[src/rtl/pes_pkg.sv]
// Shared types, codes and lookup functions of the priority effect scheduler.
package pes_pkg;

  localparam int unsigned CMD_W    = 2;
  localparam int unsigned EFF_W    = 3;
  localparam int unsigned PRIO_W   = 8;
  localparam int unsigned NUM_FX   = 4;
  localparam int unsigned CFG_IDX_W = 3;
  localparam int unsigned CFG_DAT_W = 8;

  localparam logic [EFF_W-1:0] EFF_NULL = 3'd0;

  typedef enum logic [CMD_W-1:0] {
    OP_START   = 2'd0,
    OP_RESTART = 2'd1,
    OP_EXIT    = 2'd2,
    OP_NONE    = 2'd3
  } pes_op_e;

  typedef enum logic [CFG_IDX_W-1:0] {
    CFG_PRIO_ONE   = 3'd0,
    CFG_PRIO_TWO   = 3'd1,
    CFG_PRIO_THREE = 3'd2,
    CFG_PRIO_FOUR  = 3'd3,
    CFG_QMASK      = 3'd4
  } pes_cfg_idx_e;

  localparam logic [PRIO_W-1:0] RST_PRIO_ONE   = 8'd1;
  localparam logic [PRIO_W-1:0] RST_PRIO_TWO   = 8'd10;
  localparam logic [PRIO_W-1:0] RST_PRIO_THREE = 8'd100;
  localparam logic [PRIO_W-1:0] RST_PRIO_FOUR  = 8'd250;
  localparam logic [NUM_FX-1:0] RST_QMASK      = 4'd1;

  typedef enum logic [2:0] {
    ST_IDLE,
    ST_DECIDE,
    ST_SCAN,
    ST_DRAIN,
    ST_FIN
  } pes_state_e;

  typedef struct packed {
    logic [NUM_FX-1:0][PRIO_W-1:0] prio;
    logic [NUM_FX-1:0]             queued;
  } pes_cfg_t;

  typedef struct packed {
    logic load;
    logic scan_clr;
    logic rd;
    logic finish;
  } pes_cmd_t;

  typedef struct packed {
    logic needs_scan;
    logic last_rd;
    logic out_free;
  } pes_sts_t;

  typedef struct packed {
    logic              launch;
    logic [EFF_W-1:0]  launch_id;
    logic              kill;
    logic              queue_full;
    logic [EFF_W-1:0]  active_id;
    logic [PRIO_W-1:0] active_prio;
  } pes_res_t;

  // Unknown and null identifiers have priority zero.
  function automatic logic [PRIO_W-1:0] prio_of(pes_cfg_t cfg, logic [EFF_W-1:0] e);
    logic [PRIO_W-1:0] p;
    case (e)
      3'd1:    p = cfg.prio[0];
      3'd2:    p = cfg.prio[1];
      3'd3:    p = cfg.prio[2];
      3'd4:    p = cfg.prio[3];
      default: p = '0;
    endcase
    return p;
  endfunction

  // Unknown and null identifiers are plain effects.
  function automatic logic is_queued(pes_cfg_t cfg, logic [EFF_W-1:0] e);
    logic q;
    case (e)
      3'd1:    q = cfg.queued[0];
      3'd2:    q = cfg.queued[1];
      3'd3:    q = cfg.queued[2];
      3'd4:    q = cfg.queued[3];
      default: q = 1'b0;
    endcase
    return q;
  endfunction

endpackage

[src/rtl/pes_if.sv]
// Channel interfaces of the priority effect scheduler: command, result and configuration.
interface pes_cmd_if import pes_pkg::*; ();
  logic             valid;
  logic             ready;
  logic [CMD_W-1:0] cmd;
  logic [EFF_W-1:0] effect;
  modport source (output valid, cmd, effect, input ready);
  modport sink (input valid, cmd, effect, output ready);
endinterface

interface pes_res_if import pes_pkg::*; ();
  logic              valid;
  logic              ready;
  logic              launch;
  logic [EFF_W-1:0]  launch_id;
  logic              kill;
  logic              queue_full;
  logic [EFF_W-1:0]  active_id;
  logic [PRIO_W-1:0] active_prio;
  modport source (output valid, launch, launch_id, kill, queue_full, active_id, active_prio,
                  input ready);
  modport sink (input valid, launch, launch_id, kill, queue_full, active_id, active_prio,
                output ready);
endinterface

interface pes_cfg_if import pes_pkg::*; ();
  logic                 valid;
  logic                 ready;
  logic [CFG_IDX_W-1:0] index;
  logic [CFG_DAT_W-1:0] data;
  modport source (output valid, index, data, input ready);
  modport sink (input valid, index, data, output ready);
endinterface

[src/rtl/pes_cfg.sv]
// Configuration register file: effect priorities and the queued-type mask.
module pes_cfg import pes_pkg::*; (
  input  logic          clk_i,
  input  logic          rst_ni,
  pes_cfg_if.sink       cfg_in,
  output pes_cfg_t      cfg_o
);

  pes_cfg_t cfg_q;

  assign cfg_in.ready = 1'b1;
  assign cfg_o        = cfg_q;

  always_ff @(posedge clk_i or negedge rst_ni) begin
    if (!rst_ni) begin
      cfg_q.prio[0] <= RST_PRIO_ONE;
      cfg_q.prio[1] <= RST_PRIO_TWO;
      cfg_q.prio[2] <= RST_PRIO_THREE;
      cfg_q.prio[3] <= RST_PRIO_FOUR;
      cfg_q.queued  <= RST_QMASK;
    end else if (cfg_in.valid) begin
      // Writes to indexes beyond the register list are dropped.
      case (cfg_in.index)
        CFG_PRIO_ONE:   cfg_q.prio[0] <= cfg_in.data;
        CFG_PRIO_TWO:   cfg_q.prio[1] <= cfg_in.data;
        CFG_PRIO_THREE: cfg_q.prio[2] <= cfg_in.data;
        CFG_PRIO_FOUR:  cfg_q.prio[3] <= cfg_in.data;
        CFG_QMASK:      cfg_q.queued  <= cfg_in.data[NUM_FX-1:0];
        default: ;
      endcase
    end
  end

endmodule

[src/rtl/pes_ctrl.sv]
// Controller state machine that sequences the accept, queue scan and result commit.
module pes_ctrl import pes_pkg::*; (
  input  logic     clk_i,
  input  logic     rst_ni,
  input  logic     in_valid_i,
  output logic     in_ready_o,
  input  pes_sts_t sts_i,
  output pes_cmd_t cmd_o
);

  pes_state_e state_q, state_d;

  always_ff @(posedge clk_i or negedge rst_ni) begin
    if (!rst_ni) begin
      state_q <= ST_IDLE;
    end else begin
      state_q <= state_d;
    end
  end

  always_comb begin
    state_d    = state_q;
    cmd_o      = '0;
    in_ready_o = 1'b0;
    case (state_q)
      ST_IDLE: begin
        in_ready_o = 1'b1;
        if (in_valid_i) begin
          cmd_o.load = 1'b1;
          state_d    = ST_DECIDE;
        end
      end
      ST_DECIDE: begin
        cmd_o.scan_clr = 1'b1;
        state_d        = sts_i.needs_scan ? ST_SCAN : ST_FIN;
      end
      ST_SCAN: begin
        cmd_o.rd = 1'b1;
        if (sts_i.last_rd) begin
          state_d = ST_DRAIN;
        end
      end
      ST_DRAIN: begin
        state_d = ST_FIN;
      end
      ST_FIN: begin
        if (sts_i.out_free) begin
          cmd_o.finish = 1'b1;
          state_d      = ST_IDLE;
        end
      end
      default: begin
        state_d = ST_IDLE;
      end
    endcase
  end

endmodule

[src/rtl/pes_dp.sv]
// Datapath: slot memory, one-slot-per-cycle scan, scheduler state and result register.
module pes_dp import pes_pkg::*; #(
  parameter int unsigned QUEUE_DEPTH = 8
) (
  input  logic             clk_i,
  input  logic             rst_ni,
  input  pes_cmd_t         cmd_i,
  output pes_sts_t         sts_o,
  input  pes_cfg_t         cfg_i,
  input  logic [CMD_W-1:0] in_cmd_i,
  input  logic [EFF_W-1:0] in_effect_i,
  input  logic             res_ready_i,
  output logic             res_valid_o,
  output pes_res_t         res_o
);

  localparam int unsigned AW = (QUEUE_DEPTH > 1) ? $clog2(QUEUE_DEPTH) : 1;

  pes_op_e           op_q;
  logic [EFF_W-1:0]  eff_q;
  logic [EFF_W-1:0]  active_q, active_d;
  logic [PRIO_W-1:0] cur_prio_q, cur_prio_d;

  logic [EFF_W-1:0]       mem_q [QUEUE_DEPTH];
  logic [QUEUE_DEPTH-1:0] slot_vld_q;

  logic [AW-1:0]     rd_addr_q;
  logic [AW-1:0]     proc_addr_q;
  logic              rd_pend_q;
  logic [EFF_W-1:0]  rd_data_q;
  logic              rd_vld_q;
  logic              found_q;
  logic [EFF_W-1:0]  best_id_q;
  logic [PRIO_W-1:0] best_p_q;

  pes_res_t res_q, res_d;
  logic     res_valid_q;

  logic [EFF_W-1:0]  slot_v;
  logic [EFF_W-1:0]  eff_v;
  logic [PRIO_W-1:0] eff_p;
  logic              is_ins, is_exit, take, better, wr_en;
  logic [EFF_W-1:0]  wr_data;
  logic              q_eff;

  // Per-slot scan step: an insert claims the first slot that already holds the
  // effect or is empty; an exit clears every slot holding the active effect.
  always_comb begin
    slot_v  = rd_vld_q ? rd_data_q : EFF_NULL;
    q_eff   = is_queued(cfg_i, eff_q);
    is_ins  = (op_q == OP_START || op_q == OP_RESTART) && q_eff;
    is_exit = (op_q == OP_EXIT);
    take    = is_ins && !found_q && (slot_v == eff_q || slot_v == EFF_NULL);
    if (take) begin
      eff_v = eff_q;
    end else if (is_exit && slot_v == active_q) begin
      eff_v = EFF_NULL;
    end else begin
      eff_v = slot_v;
    end
    eff_p   = prio_of(cfg_i, eff_v);
    better  = (eff_v != EFF_NULL) && (eff_p > best_p_q);
    wr_en   = rd_pend_q && ((take && slot_v == EFF_NULL) ||
              (is_exit && slot_v == active_q && active_q != EFF_NULL));
    wr_data = is_exit ? EFF_NULL : eff_q;
  end

  always_ff @(posedge clk_i) begin
    if (wr_en) begin
      mem_q[proc_addr_q] <= wr_data;
    end
    rd_data_q   <= mem_q[rd_addr_q];
    rd_vld_q    <= slot_vld_q[rd_addr_q];
    proc_addr_q <= rd_addr_q;
    if (cmd_i.load) begin
      op_q  <= pes_op_e'(in_cmd_i);
      eff_q <= in_effect_i;
    end
  end

  always_ff @(posedge clk_i or negedge rst_ni) begin
    if (!rst_ni) begin
      slot_vld_q <= '0;
    end else if (wr_en) begin
      slot_vld_q[proc_addr_q] <= 1'b1;
    end
  end

  always_ff @(posedge clk_i or negedge rst_ni) begin
    if (!rst_ni) begin
      rd_addr_q <= '0;
      rd_pend_q <= 1'b0;
      found_q   <= 1'b0;
      best_id_q <= EFF_NULL;
      best_p_q  <= '0;
    end else begin
      rd_pend_q <= cmd_i.rd;
      if (cmd_i.scan_clr) begin
        rd_addr_q <= '0;
        found_q   <= 1'b0;
        best_id_q <= EFF_NULL;
        best_p_q  <= '0;
      end else begin
        if (cmd_i.rd) begin
          rd_addr_q <= rd_addr_q + AW'(1);
        end
        if (rd_pend_q) begin
          if (take) begin
            found_q <= 1'b1;
          end
          if (better) begin
            best_id_q <= eff_v;
            best_p_q  <= eff_p;
          end
        end
      end
    end
  end

  // Commit of one command once the scan, if any, is done.
  always_comb begin
    active_d        = active_q;
    cur_prio_d      = cur_prio_q;
    res_d           = '0;
    res_d.kill      = (op_q == OP_RESTART) && q_eff && (eff_q == active_q);
    case (op_q)
      OP_START, OP_RESTART: begin
        if (q_eff) begin
          if (!found_q) begin
            res_d.queue_full = 1'b1;
          end else begin
            cur_prio_d = best_p_q;
            if (best_id_q == eff_q) begin
              active_d        = eff_q;
              res_d.launch    = 1'b1;
              res_d.launch_id = eff_q;
            end
          end
        end else if (prio_of(cfg_i, eff_q) > cur_prio_q) begin
          active_d        = eff_q;
          res_d.launch    = 1'b1;
          res_d.launch_id = eff_q;
        end
      end
      OP_EXIT: begin
        active_d   = best_id_q;
        cur_prio_d = best_p_q;
        if (best_id_q != EFF_NULL) begin
          res_d.launch    = 1'b1;
          res_d.launch_id = best_id_q;
        end
      end
      default: ;
    endcase
    res_d.active_id   = active_d;
    res_d.active_prio = cur_prio_d;
  end

  always_ff @(posedge clk_i or negedge rst_ni) begin
    if (!rst_ni) begin
      active_q    <= EFF_NULL;
      cur_prio_q  <= '0;
      res_valid_q <= 1'b0;
    end else if (cmd_i.finish) begin
      active_q    <= active_d;
      cur_prio_q  <= cur_prio_d;
      res_valid_q <= 1'b1;
    end else if (res_ready_i) begin
      res_valid_q <= 1'b0;
    end
  end

  always_ff @(posedge clk_i) begin
    if (cmd_i.finish) begin
      res_q <= res_d;
    end
  end

  assign sts_o.needs_scan = is_ins || is_exit;
  assign sts_o.last_rd    = (rd_addr_q == AW'(QUEUE_DEPTH - 1));
  assign sts_o.out_free   = !res_valid_q || res_ready_i;
  assign res_valid_o      = res_valid_q;
  assign res_o            = res_q;

endmodule

[src/rtl/priority_effect_scheduler.sv]
// Top level of the priority effect scheduler: configuration, controller and datapath.
//
//   Channel   Direction  Payload                                     Transfer when
//   cmd_in    in         cmd, effect                                 valid && ready
//   res_out   out        launch, launch_id, kill, queue_full,        valid && ready
//                        active_id, active_prio
//   cfg_in    in         index, data                                 valid && ready
//
// A start or restart of a queued-type effect and an exit scan the queue between the command
// transfer and the result register: the slot memory has one read port, so the scan reads
// one slot per cycle, and a write-back of the slot under test rides along. Any other
// command skips the scan. The block holds one command at a time; cmd_in is
// ready again the cycle after its result is written, even while that result waits.
// Reset clears the slot valid bits at once, so no clearing pass follows reset.
// A stalled result register holds the next command at its commit step until it drains.
module priority_effect_scheduler import pes_pkg::*; #(
  parameter int unsigned QUEUE_DEPTH = 8
) (
  input  logic      clk_i,
  input  logic      rst_ni,
  pes_cmd_if.sink   cmd_in,
  pes_res_if.source res_out,
  pes_cfg_if.sink   cfg_in
);

  pes_cfg_t cfg;
  pes_cmd_t cmd;
  pes_sts_t sts;
  pes_res_t res;

  // Register file, always ready; the user issues writes only while idle, not enforced.
  pes_cfg u_cfg (
    .clk_i  (clk_i),
    .rst_ni (rst_ni),
    .cfg_in (cfg_in),
    .cfg_o  (cfg)
  );

  // The controller owns the command handshake and steps the datapath.
  pes_ctrl u_ctrl (
    .clk_i      (clk_i),
    .rst_ni     (rst_ni),
    .in_valid_i (cmd_in.valid),
    .in_ready_o (cmd_in.ready),
    .sts_i      (sts),
    .cmd_o      (cmd)
  );

  // The datapath holds the queue, the active effect, its priority and the result.
  pes_dp #(
    .QUEUE_DEPTH (QUEUE_DEPTH)
  ) u_dp (
    .clk_i       (clk_i),
    .rst_ni      (rst_ni),
    .cmd_i       (cmd),
    .sts_o       (sts),
    .cfg_i       (cfg),
    .in_cmd_i    (cmd_in.cmd),
    .in_effect_i (cmd_in.effect),
    .res_ready_i (res_out.ready),
    .res_valid_o (res_out.valid),
    .res_o       (res)
  );

  assign res_out.launch      = res.launch;
  assign res_out.launch_id   = res.launch_id;
  assign res_out.kill        = res.kill;
  assign res_out.queue_full  = res.queue_full;
  assign res_out.active_id   = res.active_id;
  assign res_out.active_prio = res.active_prio;

endmodule

[src/flat_wrapper.sv]
// flat-port wrapper written by rule: the top's interface ports become plain ports
module priority_effect_scheduler_flat import pes_pkg::*;
#(
  parameter int unsigned QUEUE_DEPTH = 8
)
  (clk_i, rst_ni, cmd_in_valid, cmd_in_cmd, cmd_in_effect, cmd_in_ready, res_out_valid, res_out_launch, res_out_launch_id, res_out_kill, res_out_queue_full, res_out_active_id, res_out_active_prio, res_out_ready, cfg_in_valid, cfg_in_index, cfg_in_data, cfg_in_ready);
  pes_cmd_if cmd_in_i ();
  pes_res_if res_out_i ();
  pes_cfg_if cfg_in_i ();
  input  logic clk_i;
  input  logic rst_ni;
  input wire logic [$bits(cmd_in_i.valid)-1:0] cmd_in_valid;
  input wire logic [$bits(cmd_in_i.cmd)-1:0] cmd_in_cmd;
  input wire logic [$bits(cmd_in_i.effect)-1:0] cmd_in_effect;
  output wire logic [$bits(cmd_in_i.ready)-1:0] cmd_in_ready;
  output wire logic [$bits(res_out_i.valid)-1:0] res_out_valid;
  output wire logic [$bits(res_out_i.launch)-1:0] res_out_launch;
  output wire logic [$bits(res_out_i.launch_id)-1:0] res_out_launch_id;
  output wire logic [$bits(res_out_i.kill)-1:0] res_out_kill;
  output wire logic [$bits(res_out_i.queue_full)-1:0] res_out_queue_full;
  output wire logic [$bits(res_out_i.active_id)-1:0] res_out_active_id;
  output wire logic [$bits(res_out_i.active_prio)-1:0] res_out_active_prio;
  input wire logic [$bits(res_out_i.ready)-1:0] res_out_ready;
  input wire logic [$bits(cfg_in_i.valid)-1:0] cfg_in_valid;
  input wire logic [$bits(cfg_in_i.index)-1:0] cfg_in_index;
  input wire logic [$bits(cfg_in_i.data)-1:0] cfg_in_data;
  output wire logic [$bits(cfg_in_i.ready)-1:0] cfg_in_ready;
  assign cmd_in_i.valid = cmd_in_valid;
  assign cmd_in_i.cmd = cmd_in_cmd;
  assign cmd_in_i.effect = cmd_in_effect;
  assign cmd_in_ready = cmd_in_i.ready;
  assign res_out_valid = res_out_i.valid;
  assign res_out_launch = res_out_i.launch;
  assign res_out_launch_id = res_out_i.launch_id;
  assign res_out_kill = res_out_i.kill;
  assign res_out_queue_full = res_out_i.queue_full;
  assign res_out_active_id = res_out_i.active_id;
  assign res_out_active_prio = res_out_i.active_prio;
  assign res_out_i.ready = res_out_ready;
  assign cfg_in_i.valid = cfg_in_valid;
  assign cfg_in_i.index = cfg_in_index;
  assign cfg_in_i.data = cfg_in_data;
  assign cfg_in_ready = cfg_in_i.ready;
  priority_effect_scheduler #(.QUEUE_DEPTH(QUEUE_DEPTH)) u_core (.clk_i(clk_i), .rst_ni(rst_ni), .cmd_in(cmd_in_i), .res_out(res_out_i), .cfg_in(cfg_in_i));
endmodule
[config.mk]
export PLATFORM = sky130hd
export DESIGN_NAME = priority_effect_scheduler_flat
export DESIGN_NICKNAME = d
export VERILOG_FILES = /design/src/rtl/pes_pkg.sv /design/src/rtl/pes_if.sv /design/src/rtl/pes_cfg.sv /design/src/rtl/pes_ctrl.sv /design/src/rtl/pes_dp.sv /design/src/rtl/priority_effect_scheduler.sv /design/src/flat_wrapper.sv
export SDC_FILE = /design/constraint.sdc
export NUM_CORES = 1
export LEC_CHECK = 0
export BUFFER_PORTS_ARGS = -buffer_cell sky130_fd_sc_hd__buf_2
export CAP_MARGIN = 20
export CORE_MARGIN = 1
export CORE_UTILIZATION = 49
export DETAILED_ROUTE_END_ITERATION = 16
export HOLD_SLACK_MARGIN = 0.08
export PLACE_DENSITY = 0.7
export SLEW_MARGIN = 20
export SYNTH_ARGS = -nofsm -noshare
export SYNTH_HDL_FRONTEND = slang
export SYNTH_SLANG_ARGS = --single-unit
[constraint.sdc]
create_clock -name clk_i -period 3.3 [get_ports clk_i]
set_clock_uncertainty 0.2 [all_clocks]
set_input_delay 0.66 -clock clk_i [delete_from_list [all_inputs] [get_ports clk_i]]
set_output_delay 0.66 -clock clk_i [all_outputs]
set_load 0.03 [all_outputs]
==> results of run 1 <==
[worst reg2reg max path, delay by kind of cell (launching register included)]
kind                       cells  cell delay, ns
buffers and inverters          2            0.37
and+or+nand+nor                4            0.43
adders and majority gates      1            0.24
DFF                            1            0.51
AOI/OAI and AO/OA              9            2.07
[report_power, final]
part | total (mW) | internal, mW | switching, mW | leakage (nW)
Combinational | 2.55 | 1.21 | 1.34 | 1.63
Clock | 1.81 | 1.10 | 0.702 | 0.266
Sequential | 2.40 | 2.07 | 0.328 | 1.43
[cell families (layout without fill, tap and decap cells)]
family	Yosys count	count (layout)	synth area share [%]
AO/OA/AOI/OAI	125	125	14.1
buffers and inverters	51	171	3.41
XOR/XNOR	10	10	1.40
AND/OR/NAND/NOR	113	113	9.24
flip-flops	128	128	54.7
multiplexers	69	69	13.5
adder cells (fa/ha/maj)	18	18	3.61
other	1	1	0.0601
[Yosys cell counts (9+ instances only)]
master / instances / area, µm²
dfstp_2: 13 / 342
a22oi_1: 25 / 188
mux2_2: 42 / 473
o21ai_0: 25 / 125
clkbuf_1: 12 / 45.0
edfxtp_1: 46 / 1380
ha_1: 18 / 225
mux2i_1: 19 / 190
a21oi_1: 10 / 50.1
a31oi_1: 12 / 75.1
inv_1: 26 / 97.6
nor2b_1: 9 / 56.3
dfrtp_1: 62 / 1550
nand2_1: 29 / 109
nor2_1: 24 / 90.1
[registers in the layout, indices dropped and copies added, names as in the netlist, 8 cells and up]
signal	cells
u_core.u_cfg.cfg_o	36
u_core.u_dp.mem_q	24
u_core.u_dp.res_o	17
u_core.u_dp.best_p_q	8
u_core.u_dp.cur_prio_q	8
u_core.u_dp.slot_vld_q	8
[final cells by class]
class,instances,area (µm²)
clock buffer,18,429
clock inverter,14,143
fill,970,4320
inverter,27,101
multi-input combinational,336,2840
sequential,128,3410
tap,168,210
timing repair buffer,112,758
[worst max path at each step]
stage / cells past startpoint / slack, ns / to
2_1_floorplan: 18 / -0.19 / u_core.u_dp.best_p_q[1]
3_3_place_gp: 18 / -0.41 / u_core.u_dp.best_p_q[1]
3_5_place_dp: 17 / -0.57 / u_core.u_dp.best_p_q[4]
4_1_cts: 15 / -0.54 / u_core.u_dp.best_p_q[4]
5_1_grt: 17 / -0.85 / u_core.u_dp.best_p_q[4]
6_report: 16 / -0.64 / u_core.u_dp.best_id_q[2]
[per-layer routing]
layer	global-route usage [%]	up-vias
met3	5.54	23
met5	0	-
met2	36.1	116
li1	-	2143
met4	10.0	0
met1	31.5	2243
[stage by stage]
step | hold slack (ns) | setup WS (ns) | instance area, µm² | TNS, ns | instances
final | 0.206 | -0.636 | 7890 | -6.43 | 803
after global routing | 0.200 | -0.852 | 7890 | -10.99 | 803
after CTS | 0.193 | -0.540 | 7710 | -5.62 | 796
after detailed placement | 0.239 | -0.566 | 7080 | -6.83 | 763
after global placement | 0.239 | -0.413 | 7080 | -4.84 | 763
after floorplan | 0.164 | -0.189 | 6290 | -1.94 | 515
[what timing repair did]
item	CTS	global route
hold buffers	1	0
pin swaps	4	7
endpoints found under the setup margin	20	21
hold endpoints to repair	31	0
gates resized for setup	14	25
buffers inserted	0	7
==> flow_metrics.env, run 1 <==
export IMPL_status="finished with violations"
export IMPL_violations="setup timing"
export IMPL_wl_met3_um=639
export IMPL_num_vias=4525
export IMPL_grt_start_max_net_pins=76
export IMPL_globalplace_congestion=0.868
export IMPL_grt_use_total_pct=23.3
export IMPL_hp_class="primary input to register"
export IMPL_min_from="cmd_in_cmd[1]"
export IMPL_final_common_cell="buf_4"
export IMPL_end_kind="register"
export IMPL_critPathArrivalTime_ns=4.06
export IMPL_crit_buf_inv=2
export IMPL_cts_buffers=17
export IMPL_nets=661
export IMPL_timing_rr_end="u_core.u_dp.best_id_q[2]"
export IMPL_finalPower_mw=6.75
export IMPL_timing_fmax_ghz=0.254
export IMPL_wirelength_um=14300
export IMPL_die_w_um=115
export IMPL_rows=40
export IMPL_crit_path_top_delay_cell="edfxtp_1"
export IMPL_r2r_cells=16
export IMPL_insertion_delay_ns=0.43
export IMPL_holdPathStages=1
export IMPL_syn_instance_count=515
export IMPL_fin_crit_sh_pct=119
export IMPL_rrSetupSlack_ns=-0.64
export IMPL_grt_pass1_vias=4420
export IMPL_ys_seq_area_share_pct=54.7
export IMPL_final_core_util_pct=64.6
export IMPL_synth_cell_types=61
export IMPL_fin_ws_ns=-0.636
export IMPL_async_flop_share_pct=58.6
export IMPL_ys_ff_latch=128
export IMPL_path_max_fanout=8
export IMPL_io_buffers=39
export IMPL_crit_type="register to register"
export IMPL_cp_top_family="compound AO/OA/AOI/OAI gates"
export IMPL_antenna_found_initial=0
export IMPL_synthFlopType="dfrtp_1"
export IMPL_clock_root_buffer="clkbuf_16"
export IMPL_drv_cap=0
export IMPL_dr_pass1_iters=5
export IMPL_highest_layer="met4"
export IMPL_max_stage_delay_ns=0.51
export IMPL_antennaDiodeCount=0
export IMPL_viasPerCell=5.64
export IMPL_htreeDepth=4
export IMPL_io_pins=41
export IMPL_required_ns=3.42
export IMPL_hold_viol_final=0
export IMPL_startpoint_type="register"
export IMPL_slew_violations=0
export IMPL_first_iter_violations=252
export IMPL_drive_gt1_share_pct=39.7
export IMPL_cts_buffer_depth=2
export IMPL_syn_nets=554
export IMPL_fp_coreArea_mm2=0.0122
export IMPL_dp_hpwl_um=10200
export IMPL_grt_pass1_wl_um=22900
export IMPL_critical_path_startpoint="u_core.u_dp.eff_q[2]"
export IMPL_cts_tree="built"
export IMPL_initial_utilization_pct=51.1
export IMPL_synth_area_mm2=0.00624
export IMPL_fp_dieH_um=115
export IMPL_synth_edff_count=46
export IMPL_path_clk_slew_ns=0.06
export IMPL_drcViolationCount=0
export IMPL_path_cells="o21ai_0, a31oi_1, o41ai_2, o31a_1, nand3_2, a21boi_4, buf_4, a22oi_1, nand2_1, ha_1, nand4_1, o21ai_0, a211oi_2, buf_4, nor2_1, a311oi_1"
export IMPL_most_common_layout_cells="buf_4 (71), dfrtp_1 (62), edfxtp_1 (46), mux2_2 (42), buf_2 (39)"
export IMPL_power_density_mw_per_mm2=856
export IMPL_syn_avg_cell_area_um2=12.1
export IMPL_die_area_mm2=0.0132
export IMPL_max_slew_margin_rel_pct=59.7
export IMPL_rr_startpoint="u_core.u_dp.eff_q[2]"
export IMPL_met1Wirelength_um=6690
export IMPL_fin_crit_ns=3.94
export IMPL_cellLeakagePower_nw=3.33
export IMPL_synthToLayoutAreaGrowth_pct=26.4
export IMPL_worst_pin_slew_ns=0.604
export IMPL_met2_length_um=6740
export IMPL_setup_viol=14
export IMPL_clock_sink_count=128
export IMPL_overflow=0
export IMPL_drtAntennaViolNets=0
export IMPL_grt_setup_unrepaired="true"
export IMPL_wire_per_inst_um=17.8
export IMPL_holdPathEnd="u_core.u_dp.op_q[1]"
export IMPL_vdd_drop_max_mv=0.415
export IMPL_yosysWarningCount=0
(Power assumes the default switching activity.)
==> inputs of run 2 (changes only) <==
CORE_UTILIZATION = 50   (was 49)
PLACE_DENSITY = 0.71   (was 0.7)
==> run 2 against run 1 <==
The run still ends with setup timing left. Power decreased by 0.89%. Die area is 2.0% lower. Clock-buffer cell count increased by 1. Setup slack lost 0.15 ns. Sequential share of layout area fell by 0.33 points. Critical path depth rose by 3. Via count increased by 0.88%. Cell count up 1.2%. Critical path type unchanged. Critical endpoint is now u_core.u_dp.best_id_q[1]. Largest power group unchanged.
==> flow_metrics.env, run 2 (synthesis gave the netlist of run 1 again) <==
export IMPL_drcViolationCount=0
export IMPL_swShare_pct=35.0
export IMPL_num_vias=4565
export IMPL_fin_crit_ns=4.09
export IMPL_hold_buffers=0
export IMPL_grt_pass1_wl_um=22800
export IMPL_overflow=0
export IMPL_grt_setup_unrepaired="true"
export IMPL_cts_buffers=17
export IMPL_antenna_found_initial=0
export IMPL_io_pins=41
export IMPL_die_w_um=114
export IMPL_largest_reg_flops=36
export IMPL_initial_utilization_pct=51.5
export IMPL_htreeDepth=4
export IMPL_cellLeakagePower_nw=3.40
export IMPL_final_common_cell="buf_4"
export IMPL_fin_ws_ns=-0.786
export IMPL_antennaDiodeCount=0
export IMPL_finalPower_mw=6.69
export IMPL_hold_viol_final=0
export IMPL_p_switching_mw=2.34
export IMPL_dr_pass1_iters=5
export IMPL_cts_buffer_depth=2
export IMPL_wirelength_um=14000
export IMPL_drv_cap=0
export IMPL_insertion_delay_ns=0.41
export IMPL_place_area_mm2=0.00711
export IMPL_max_slew_margin_rel_pct=57.4
export IMPL_intPower_mw=4.35
export IMPL_fin_crit_sh_pct=124
export IMPL_power_density_mw_per_mm2=841
export IMPL_grt_pass1_vias=4574
export IMPL_status="finished with violations"
export IMPL_synthToLayoutAreaGrowth_pct=27.5
export IMPL_crit_type="register to register"
export IMPL_seqPwrFrac_pct=36.1
export IMPL_critPathArrivalTime_ns=4.20
export IMPL_wire_per_inst_um=17.3
export IMPL_most_common_layout_cells="buf_4 (74), dfrtp_1 (62), edfxtp_1 (46), mux2_2 (42), buf_2 (39)"
export IMPL_grt_use_total_pct=23.5
export IMPL_io_buffers=39
export IMPL_grt_start_max_net_pins=76
export IMPL_timing_fmax_ghz=0.245
export IMPL_drive_gt1_share_pct=40.9
export IMPL_dp_slack_ns=-0.587
export IMPL_path_clk_slew_ns=0.06
export IMPL_fp_dieH_um=114
export IMPL_worst_pin_slew_ns=0.639
export IMPL_viasPerCell=5.62
export IMPL_dp_hpwl_um=10000
export IMPL_setup_viol=21
export IMPL_first_iter_violations=261
export IMPL_hp_class="primary input to async pin"
export IMPL_cts_tree="built"
export IMPL_startpoint_type="register"
export IMPL_drtAntennaViolNets=0
export IMPL_clockPowerShare_pct=24.9
export IMPL_clock_sink_count=128
export IMPL_rows=40
export IMPL_fp_coreArea_mm2=0.0121
export IMPL_vdd_drop_max_mv=0.459
export IMPL_slew_violations=0
export IMPL_clock_root_buffer="clkbuf_16"
export IMPL_comb_power_share_pct=39.0
export IMPL_fin_area_mm2=0.00796
export IMPL_die_area_mm2=0.0129
export IMPL_nets=671
export IMPL_required_ns=3.42
export IMPL_end_kind="register"
export IMPL_path_max_fanout=7
export IMPL_violations="setup timing"
export IMPL_globalplace_congestion=0.892
## run 2: final timing paths
| kind | slack [ns] | end | from | cells after the start |
|---|---|---|---|---|
| max | -0.79 | u_core.u_dp.best_id_q[1] | u_core.u_dp.eff_q[2] | 19 |
| min | 0.07 | u_core.u_dp.cur_prio_q[4] | rst_ni | 2 |
| max reg2reg | -0.79 | u_core.u_dp.best_id_q[1] | u_core.u_dp.eff_q[2] | 19 |
| min reg2reg | 0.26 | u_core.u_dp.slot_vld_q[4] | u_core.u_dp.slot_vld_q[4] | 1 |
| max in group asynchronous | 2.47 | u_core.u_cfg.cfg_o[31] | rst_ni | 2 |
| min in group clk_i | 0.22 | u_core.u_dp.eff_q[1] | cmd_in_effect[1] | 1 |
## run 2: final cells by class
class                           instances  area [µm²]
Sequential cell                       128        3420
Fill cell                             926        4150
Tap cell                              168         210
Inverter                               27         101
Clock buffer                           19         433
Clock inverter                         13        97.6
Multi-Input combinational cell        336        2840
Timing Repair Buffer                  122         861
## run 2: per-layer routing
layer / up-vias / GRT usage [%] / wire [µm]
met4: 0 / 9.65 / 283
met1: 2265 / 31.2 / 6430
met5: - / 0 / 0
met2: 117 / 36.9 / 6610
li1: 2160 / - / -
met3: 23 / 6.06 / 704
## run 2: worst max-delay path: stages (launching register included)
cell and delay [ns]:
edfxtp_1 0.53, buf_6 0.15, nor4_4 0.04, a311oi_2 0.28
nor2_2 0.10, o31a_1 0.34, buf_6 0.14, a32o_2 0.33
buf_6 0.14, a22oi_2 0.19, nand2_2 0.11, ha_4 0.30
o21ai_2 0.04, nand2b_1 0.07, a21oi_1 0.06, o21a_1 0.21
a211oi_2 0.29, buf_4 0.21, nor2_2 0.05, a311oi_2 0.19
## run 2: what timing repair did
action / 4_1_cts / 5_1_grt
buffers inserted: 5 / 9
endpoints found under the hold margin: 0 / 0
pin swaps: 7 / 24
gates resized for setup: 14 / 40
setup endpoints to repair: 20 / 21
## run 2: power groups by stage
stage / combinational, mW / clock, mW / sequential [mW]
floorplan: 1.50 / 0 / 2.37
global placement: 2.24 / 0 / 2.39
CTS: 2.40 / 1.70 / 2.39
global route: 2.83 / 1.77 / 2.46
finish: 2.61 / 1.67 / 2.42
detailed placement: 2.32 / 0 / 2.41
## run 2: stage by stage
step | hold slack, ns | setup TNS, ns | instances | utilization [%]
after global placement | 0.240 | -6.00 | 767 | 58.7
after global routing | 0.0944 | -13.04 | 813 | 65.7
after floorplan | 0.164 | -1.94 | 515 | -
final | 0.0711 | -9.78 | 813 | 65.7
after detailed placement | 0.243 | -7.26 | 767 | 58.7
after CTS | 0.0811 | -6.59 | 804 | 63.8
==> inputs of run 3 (changes only) <==
CORE_UTILIZATION = 45   (was 50)
PLACE_DENSITY = 0.66   (was 0.71)
==> run 3 against run 2 <==
The run still ends with setup timing left. Non-clock buffer count shrank 22. Global-route usage decreased by 3.1 points. Flip-flop and latch count is the same. Die area up 11%. Clock power up 9.6%. Maximum frequency grew 6.2%. Clock-buffer cell count decreased by 1. Combinational power down 3%. Cell count shrank 1.7%. Via count fell by 2.6%.
==> flow_metrics.env, run 3 (synthesis gave the netlist of run 1 again) <==
export IMPL_status="finished with violations"
export IMPL_violations="setup timing"
export IMPL_setup_viol=11
export IMPL_crit_type="register to register"
export IMPL_cts_buffer_depth=2
export IMPL_fp_dieH_um=120
export IMPL_vdd_drop_max_mv=0.375
export IMPL_fp_coreArea_mm2=0.0134
export IMPL_dp_hpwl_um=10100
export IMPL_path_clk_slew_ns=0.06
export IMPL_fin_crit_sh_pct=117
export IMPL_fin_ws_ns=-0.546
export IMPL_path_cells="buf_4, buf_4, a31oi_2, o41ai_2, o31a_1, nand3_1, a21boi_4, a22oi_2, nand2_1, ha_1, a21o_1, a21o_1, a21oi_1, o21a_1, a211oi_2, buf_6, o21ai_0, a31oi_1"
export IMPL_clock_root_buffer="clkbuf_16"
export IMPL_startpoint_type="register"
export IMPL_die_w_um=120
export IMPL_required_ns=3.37
export IMPL_grt_setup_unrepaired="true"
export IMPL_dr_pass1_iters=5
export IMPL_max_slew_margin_rel_pct=36.4
export IMPL_grt_start_max_net_pins=76
export IMPL_insertion_delay_ns=0.41
export IMPL_drtAntennaViolNets=0
export IMPL_io_pins=41
export IMPL_wirelength_um=14000
export IMPL_max_stage_delay_ns=0.41
export IMPL_slew_violations=0
export IMPL_power_density_mw_per_mm2=862
export IMPL_cts_buffers=17
export IMPL_htreeDepth=4
export IMPL_hold_buffers=0
export IMPL_die_area_mm2=0.0143
export IMPL_drcViolationCount=0
export IMPL_rr_startpoint="u_core.u_dp.eff_q[2]"
export IMPL_grt_pass1_vias=4399
export IMPL_drv_cap=0
export IMPL_io_buffers=39
export IMPL_crit_path_top_delay_cell="edfxtp_1"
export IMPL_most_common_layout_cells="dfrtp_1 (62), buf_4 (58), edfxtp_1 (46), mux2_2 (42), buf_2 (38)"
export IMPL_synthToLayoutAreaGrowth_pct=25.5
export IMPL_hold_viol_final=0
export IMPL_nets=649
export IMPL_final_common_cell="dfrtp_1"
export IMPL_critPathArrivalTime_ns=3.92
export IMPL_rows=42
export IMPL_first_iter_violations=296
export IMPL_clock_sink_count=128
export IMPL_antennaDiodeCount=0
export IMPL_end_kind="register"
export IMPL_overflow=0
export IMPL_path_max_fanout=16
export IMPL_wire_per_inst_um=17.5
export IMPL_initial_utilization_pct=46.6
export IMPL_grt_use_total_pct=20.4
export IMPL_critical_path_startpoint="u_core.u_dp.eff_q[2]"
export IMPL_cellLeakagePower_nw=3.30
export IMPL_cts_tree="built"
export IMPL_viasPerCell=5.57
export IMPL_hp_class="primary input to async pin"
export IMPL_finalPower_mw=6.75
export IMPL_largest_reg_flops=36
export IMPL_fin_crit_ns=3.85
export IMPL_antenna_found_initial=0
export IMPL_globalplace_congestion=0.848
export IMPL_num_vias=4447
export IMPL_worst_pin_slew_ns=0.954
export IMPL_dp_slack_ns=-0.544
export IMPL_timing_fmax_ghz=0.260
export IMPL_grt_pass1_wl_um=22300
export IMPL_drive_gt1_share_pct=38.8
[run 3: cell count changes in the layout (fill, tap and decap cells not counted), sizes merged]
cell,delta
buf,-22
clkbuf,-1
clkinv,-8
clkinvlp,-1
inv,+10
[run 3: through the flow]
stage	cells	area, µm²	util [%]	TNS, ns	hold WS [ns]
finish	799	7830	58.5	-5.74	0.194
global route	799	7830	58.5	-9.04	0.210
CTS	797	7650	57.1	-5.25	0.215
detailed placement	764	7020	52.4	-6.76	0.246
global placement	764	7020	52.4	-4.61	0.239
floorplan	515	6290	-	-1.94	0.164
[run 3: area by class of cell]
class                           count  area, µm²
Clock buffer                       18        439
Clock inverter                     14        143
Fill cell                        1105       5570
Inverter                           27        101
Multi-Input combinational cell    336       2840
Sequential cell                   128       3420
Tap cell                          176        220
Timing Repair Buffer              100        671
[run 3: power breakdown]
part	switching, mW	leakage, nW	internal, mW
clock	0.747	0.280	1.08
sequential	0.333	1.43	2.07
combinational	1.33	1.59	1.19
total	2.41	3.30	4.34
[run 3: path summary, 6_finish.rpt]
kind                                             end  slack (ns)  depth (start not counted)
setup / recovery             u_core.u_dp.best_p_q[2]       -0.55                         18
hold / removal             u_core.u_dp.cur_prio_q[5]        0.19                          1
setup reg to reg             u_core.u_dp.best_p_q[2]       -0.55                         18
hold reg to reg            u_core.u_dp.slot_vld_q[0]        0.25                          1
max in group asynchronous      u_core.u_cfg.cfg_o[1]        2.08                          1
min in group clk_i               u_core.u_dp.op_q[1]        0.23                          1
[run 3: what timing repair did]
item | in CTS | in global routing
resized for setup | 9 | 32
setup endpoints to repair | 20 | 21
pin swaps | 3 | 17
setup buffers | 1 | 3
[run 3: worst max-delay path: cells and delay by family, from the launching register on]
kind | cells | cell delay, ns
AO/OA/AOI/OAI | 12 | 2.17
buffers and inverters | 3 | 0.47
flip-flops | 1 | 0.41
adder cells (fa/ha/maj) | 1 | 0.24
AND/OR/NAND/NOR | 2 | 0.23
[run 3: layer usage]
layer	vias up	track usage (%)	wire length, µm
met4	0	7.03	204
li1	2131	-	-
met3	20	4.61	656
met2	110	32.4	6590
met5	-	0	0
met1	2186	27.4	6530
